[src/rtl/core/arb_pkg.sv]
// Shared types, constants and register indexes for the affine rectangle bounds block.
// No dependencies; every other file of the block refers to it by scoped names.
package arb_pkg;

  localparam int unsigned CoordW = 16;               // pixel coordinate width
  localparam int unsigned CoefW  = 32;               // Q15.16 register width
  localparam int unsigned FracW  = 16;               // fraction bits
  localparam int unsigned ProdW  = CoefW + CoordW;   // coefficient times coordinate
  localparam int unsigned SumW   = ProdW + 2;        // two products plus offset
  localparam int unsigned QuotW  = SumW - FracW;     // integer part after shift
  localparam int unsigned CfgIdxW = 3;

  localparam logic signed [SumW-1:0] HalfLsb = SumW'(64'sh8000);
  localparam logic signed [QuotW-1:0] SatMax = QuotW'(64'sd32767);
  localparam logic signed [QuotW-1:0] SatMin = QuotW'(-64'sd32768);

  typedef logic signed [CoordW-1:0] coord_t;
  typedef logic signed [CoefW-1:0]  coef_t;
  typedef logic signed [ProdW-1:0]  prod_t;
  typedef logic signed [SumW-1:0]   sum_t;

  // configuration register indexes
  typedef enum logic [CfgIdxW-1:0] {
    CFG_X_FROM_X = 3'd0,
    CFG_X_FROM_Y = 3'd1,
    CFG_X_OFFSET = 3'd2,
    CFG_Y_FROM_X = 3'd3,
    CFG_Y_FROM_Y = 3'd4,
    CFG_Y_OFFSET = 3'd5
  } cfg_idx_e;

  localparam coef_t ResetUnity = CoefW'(32'sh0001_0000);
  localparam coef_t ResetZero  = '0;

  typedef struct packed {
    coef_t x_from_x;
    coef_t x_from_y;
    coef_t x_offset;
    coef_t y_from_x;
    coef_t y_from_y;
    coef_t y_offset;
  } cfg_t;

  typedef struct packed {
    coord_t left_in;
    coord_t top_in;
    coord_t right_in;
    coord_t bottom_in;
  } in_beat_t;

  typedef struct packed {
    coord_t out_left;
    coord_t out_top;
    coord_t out_right;
    coord_t out_bottom;
    logic   clipped;
  } out_beat_t;

  // per-stage load enables, driven by the top-level pipeline control
  typedef struct packed {
    logic s1_en;
    logic s2_en;
    logic s3_en;
  } pipe_en_t;

  // rounded bounds of one axis
  typedef struct packed {
    coord_t lo;
    coord_t hi;
    logic   clip;
  } axis_res_t;

  // Round half up (add half, arithmetic shift) and saturate to 16 bits.
  function automatic coord_t round_sat(input sum_t v, output logic clip);
    sum_t                     t;
    logic signed [QuotW-1:0]  q;
    t = v + HalfLsb;
    q = t[SumW-1:FracW];
    clip = 1'b0;
    if (q > SatMax) begin
      q    = SatMax;
      clip = 1'b1;
    end else if (q < SatMin) begin
      q    = SatMin;
      clip = 1'b1;
    end
    return q[CoordW-1:0];
  endfunction

endpackage

[src/rtl/core/arb_cfg.sv]
// Configuration register file: six Q15.16 matrix entries written by index.
// Depends on arb_pkg.
module arb_cfg (
  input  logic                         clk_i,
  input  logic                         rst_ni,
  input  logic                         cfg_we_i,
  input  logic [arb_pkg::CfgIdxW-1:0]  cfg_idx_i,
  input  logic [arb_pkg::CoefW-1:0]    cfg_wdata_i,
  output arb_pkg::cfg_t                cfg_o
);

  arb_pkg::cfg_t cfg_q, cfg_d;

  // decode the write; unknown indexes leave everything as it is
  always_comb begin
    cfg_d = cfg_q;
    if (cfg_we_i) begin
      case (arb_pkg::cfg_idx_e'(cfg_idx_i))
        arb_pkg::CFG_X_FROM_X: cfg_d.x_from_x = cfg_wdata_i;
        arb_pkg::CFG_X_FROM_Y: cfg_d.x_from_y = cfg_wdata_i;
        arb_pkg::CFG_X_OFFSET: cfg_d.x_offset = cfg_wdata_i;
        arb_pkg::CFG_Y_FROM_X: cfg_d.y_from_x = cfg_wdata_i;
        arb_pkg::CFG_Y_FROM_Y: cfg_d.y_from_y = cfg_wdata_i;
        arb_pkg::CFG_Y_OFFSET: cfg_d.y_offset = cfg_wdata_i;
        default: ;
      endcase
    end
  end

  // identity map out of reset
  always_ff @(posedge clk_i or negedge rst_ni) begin
    if (!rst_ni) begin
      cfg_q.x_from_x <= arb_pkg::ResetUnity;
      cfg_q.x_from_y <= arb_pkg::ResetZero;
      cfg_q.x_offset <= arb_pkg::ResetZero;
      cfg_q.y_from_x <= arb_pkg::ResetZero;
      cfg_q.y_from_y <= arb_pkg::ResetUnity;
      cfg_q.y_offset <= arb_pkg::ResetZero;
    end else begin
      cfg_q <= cfg_d;
    end
  end

  assign cfg_o = cfg_q;

endmodule

[config.mk]
export PLATFORM = sky130hd
export DESIGN_NAME = arb_cfg
export DESIGN_NICKNAME = d
export VERILOG_FILES = /design/src/rtl/core/arb_pkg.sv /design/src/rtl/core/arb_cfg.sv
export SDC_FILE = /design/constraint.sdc
export NUM_CORES = 1
export LEC_CHECK = 0
export ABC_AREA = 1
export BUFFER_PORTS_ARGS = -buffer_cell sky130_fd_sc_hd__buf_2
export CORE_ASPECT_RATIO = 1.2
export CORE_UTILIZATION = 40
export CTS_CLUSTER_SIZE = 14
export DETAILED_ROUTE_END_ITERATION = 10
export PLACE_DENSITY_LB_ADDON = 0.2
export RECOVER_POWER = 100
export SLEW_MARGIN = 40
export SYNTH_ARGS = -nofsm -noshare
export SYNTH_HDL_FRONTEND = slang
export SYNTH_SLANG_ARGS = --single-unit
[constraint.sdc]
create_clock -name clk_i -period 0.8 [get_ports clk_i]
set_input_delay 0.08 -clock clk_i [delete_from_list [all_inputs] [get_ports clk_i]]
set_output_delay 0.08 -clock clk_i [all_outputs]
set_load 0.05 [all_outputs]
# After elaboration in Yosys (flattened, before gate mapping)
# Cells that the tools add are included.
dict set report totals {
  regBits 192
  latchBits 0
  mem_bits_rw 0
  mem_bits_ro 0
  input_bits 38
  out_inout_bits 192
  word_cells 18
  memories 0
}
dict set report op_classes {
  add_sub_neg 0
  multipliers 0
  n_div 0
  magnitude_cmp 0
  eq_ne 5
  n_shift 0
  muxes 0
  n_bitwise 0
  reduce_logical 7
}
# operator n
set op_table {}
lappend op_table {{$reduce_and A2 Y1} 6}
lappend op_table {{$eq A3 B2 Y1 const B} 2}
lappend op_table {{$eq A3 B3 Y1 const B} 2}
lappend op_table {{$eq A3 B1 Y1 const B} 1}
lappend op_table {{$logic_not A3 Y1} 1}

# Longest topological paths before layout
dict set report logic_depth {
  depth_word 2
  depth_mapped 6
  ltp_nobuf 5
}

# Worst setup path after synthesis
# OpenSTA, ideal clock, no wires.
dict set report synth_path {
  kind {register to register}
  from {reg cfg_o[48] (netlist name)}
  to {reg cfg_q, in the netlist cfg_o[48]}
  setup_time_ns 0.061
  t_arrival_ns 0.807
  required_ns 0.739
  slack_ns -0.068
  path_stages_with_launch 3
  path_buffers 0
  period_less_slack_ns 0.868
  path_cell_list {dfstp_2 > nand2_1 > nand2_1}
}
# element line
set synth_rtl {}
lappend synth_rtl {{end signal, assigned} arb_cfg.sv:40} ;# cfg_q <= cfg_d;
lappend synth_rtl {{end, declared} arb_cfg.sv:12} ;# arb_pkg::cfg_t cfg_q, cfg_d;

# Final worst setup path
dict set report layout_path {
  from {reg cfg_q, in the netlist cfg_o[176]}
  to {out cfg_o[176] in the netlist's numbering}
}
# element line
set layout_rtl {}
lappend layout_rtl {{end, declared} arb_cfg.sv:9} ;# output arb_pkg::cfg_t cfg_o
# No word-level cell between the ends.

==> out/results.tsv <==
metric	value	unit
main combinational cell family by area after synthesis	simple AND/OR/NAND/NOR gates	
crit path max fanout	2	
Simple-Gate Fraction of Synth Area	32.2	%
Top Ports	230	
Synth Area in Compound Gates	0	%
Synthesis Warnings	0	
total power	36.4	mW
Synth Net Count	878	
post-synthesis sequential area ratio	64.6	%
average wire per standard cell	18.1	um
slowest cell delay on critical path	0.56	ns
crit-path cells	buf_8	
CP arrival	1.13	ns
Final ANT Viol Nets	0	
violated checks	setup timing	
Worst IR Drop VDD	1580	uV
Area Growth Syn to Fin	57.8	%
chip width	126	um
WL final	24900	um
vias	6872	
count of nets after finishing	1172	
part of the power in combinational logic	38.9	%
Worst Tran Pin Value	0.674	ns
CP Capture Type	output pin	
Post-Place Cells	1289	
fmax	826	MHz
largest net degree at the start of global routing	42	
post-synthesis mux area share	0	%
CP Depth	1	
crit path launch type	flip-flop	
GRT Util Overall	27.1	%
post-placement cell area	9490	um^2
share of post-route cells with drive strength above 1	45.7	%
average size of a mapped cell	8.85	um^2
Worst Slack Setup Final	-0.411	ns
clock tree buffer depth	2	
clock share of power	24.4	%
cells on worst reg2reg path	4	
Clock Skews	0	ns
Rel. slew slack	55.1	%
final hold slack	0.174	ns
Sequential Power Share	36.7	%
drt first pass iters	6	
vias in the first global route	6745	
number of max-cap violations	0	
hold-critical path depth	5	
Clk pin slew, worst setup/hold paths	0.07	ns
First DRT Iteration DRCs	596	
Starting Density	40.9	%
final setup vio count	373	
post-synthesis xor/xnor area fraction	0	%
post-synthesis cell area	7440	um^2
Synth cell types	12	
Non-Filler Instances	1372	
Slew Limit Fails	0	
CTS tree	yes	
Hold Fails Final Rpt	0	
final core utilization	64.6	%
status	complete, but fails checks	
Cell Int Power	21.8	mW
number of flip-flops in the largest register	192	
CTS buffer count	17	
#FFs+latches synth	192	
first-pass GRT wire length	38800	um
switching portion of total power	40.0	%
core area	18200	um^2
die area	19100	um^2
grt total ovfl	0	
Gate Count Post-Synth	840	
IO buf count	229	
final instance area	11700	um^2
Adder-Cell Fraction of Synth Area	0	%
# DRC	0	
H-tree level count	4	
Die H	151	um
slowest CP cell	dfstp_2	
final worst-path cycle share	151	%
antenna violations before repair	1	
worst-skew pair later-pin latency	0.42	ns
CP required	0.72	ns
Clock Tree Root	clkbuf_16	
Leakage	5.97	nW
routability cong.	0.770	
unrepaired setup endpoints after global routing	yes	
vias per cell	5.01	
worst hold path type	primary input to flip-flop	
Critical path buffers and inverters	1	
clock sink count	192	
Rows	54	
P_sw	14.6	mW
Final min period	1.21	ns
post-DP HPWL	16000	um
Crit Path Class	flip-flop to output pin	
Cell Pwr Density	3100	nW/um^2
largest delay contributor family on the critical path	flip-flops	
==> per-layer routing <==
layer	vias to the layer above	global-route usage (%)	part of all wire (%)
met4	0	11.6	2.7
li1	3218	-	-
met1	3331	35.9	42
met5	-	0	0
met2	280	44.0	50
met3	43	5.12	5.7
==> power groups by stage <==
stage	clock (mW)	combinational [mW]	sequential, mW
floorplan	0	1.69	19.5
global placement	0	11.4	13.0
detailed placement	0	11.5	13.0
CTS	9.07	14.0	13.3
global route	9.43	14.8	13.6
finish	8.88	14.2	13.4
==> what timing repair did <==
action	CTS	global route
hold buffers	33	0
setup endpoints to repair	192	192
resized for setup	387	3
buffers inserted	5	12
gates cloned	0	0
hold endpoints to repair	379	0
==> kinds of logic after synthesis <==
kind of cell           count (synthesis)
buffers and inverters                 56
DFF                                  192
and+or+nand+nor                      592
==> cells in the mapped netlist <==
library cell    n  area, um^2
nand2_1       458        1720
dfrtp_1       190        4750
nand3_1       128         641
clkbuf_1       28         105
buf_2          19        95.1
inv_1           4        15.0
buf_1           3        11.3
nor2_1          3        11.3
dfstp_2         2        52.6
inv_2           2        7.51
nor2_2          2        12.5
nor2_4          1        11.3
==> per-stage QoR <==
| stage | setup TNS (ns) | setup WS [ns] |
|---|---|---|
| 5_1_grt | -98.10 | -0.454 |
| 3_5_place_dp | -50.79 | -0.333 |
| 6_report | -64.28 | -0.411 |
| 2_1_floorplan | -2.31 | -0.0606 |
| 4_1_cts | -56.45 | -0.431 |
| 3_3_place_gp | -45.46 | -0.277 |
==> path summary, 6_finish.rpt <==
kind / slack (ns) / endpoint / from
max in group asynchronous: -0.12 / cfg_o[119]$_DFFE_PN0P_ / rst_ni
worst max-delay path: -0.41 / cfg_o[176] / cfg_o[176]$_DFFE_PN1P_
worst min-delay path: 0.17 / cfg_o[109]$_DFFE_PN0P_ / cfg_idx_i[2]
worst max register to register: -0.07 / cfg_o[129]$_DFFE_PN0P_ / cfg_o[129]$_DFFE_PN0P_
worst min register to register: 0.48 / cfg_o[48]$_DFFE_PN1P_ / cfg_o[48]$_DFFE_PN1P_
min in group asynchronous: 0.23 / cfg_o[104]$_DFFE_PN0P_ / rst_ni
==> worst reg2reg max path, cell delays in order, from the launching register on <==
cell and delay (ns):
dfrtp_2 0.41, buf_4 0.14, buf_4 0.13, nand2_1 0.05
nand2_1 0.04
==> area by class of cell <==
type	instances	area, um^2
diodes	1	2.50
clock buffers	20	457
clock inverters	12	156
fillers	1494	6440
inverters	6	22.5
multi-input cells	592	2410
flip-flops and latches	192	5040
well taps	224	280
repair buffers	325	3360
==> placed cells by master (no fill, tap or decap), types with 3 or more instances in the layout <==
cell type      count
buf_12            16
buf_2             34
buf_4             39
buf_6            187
buf_8              6
bufinv_16          3
clkbuf_1           3
clkbuf_16         17
clkbuf_2           6
clkinv_2           3
dfrtp_2          190
dlygate4sd3_1     33
inv_1              4
inv_6              3
nand2_1          455
nand2_2            3
nand3_1          128
nor2_2             5
No activity file was read; power rests on OpenSTA's default activity.
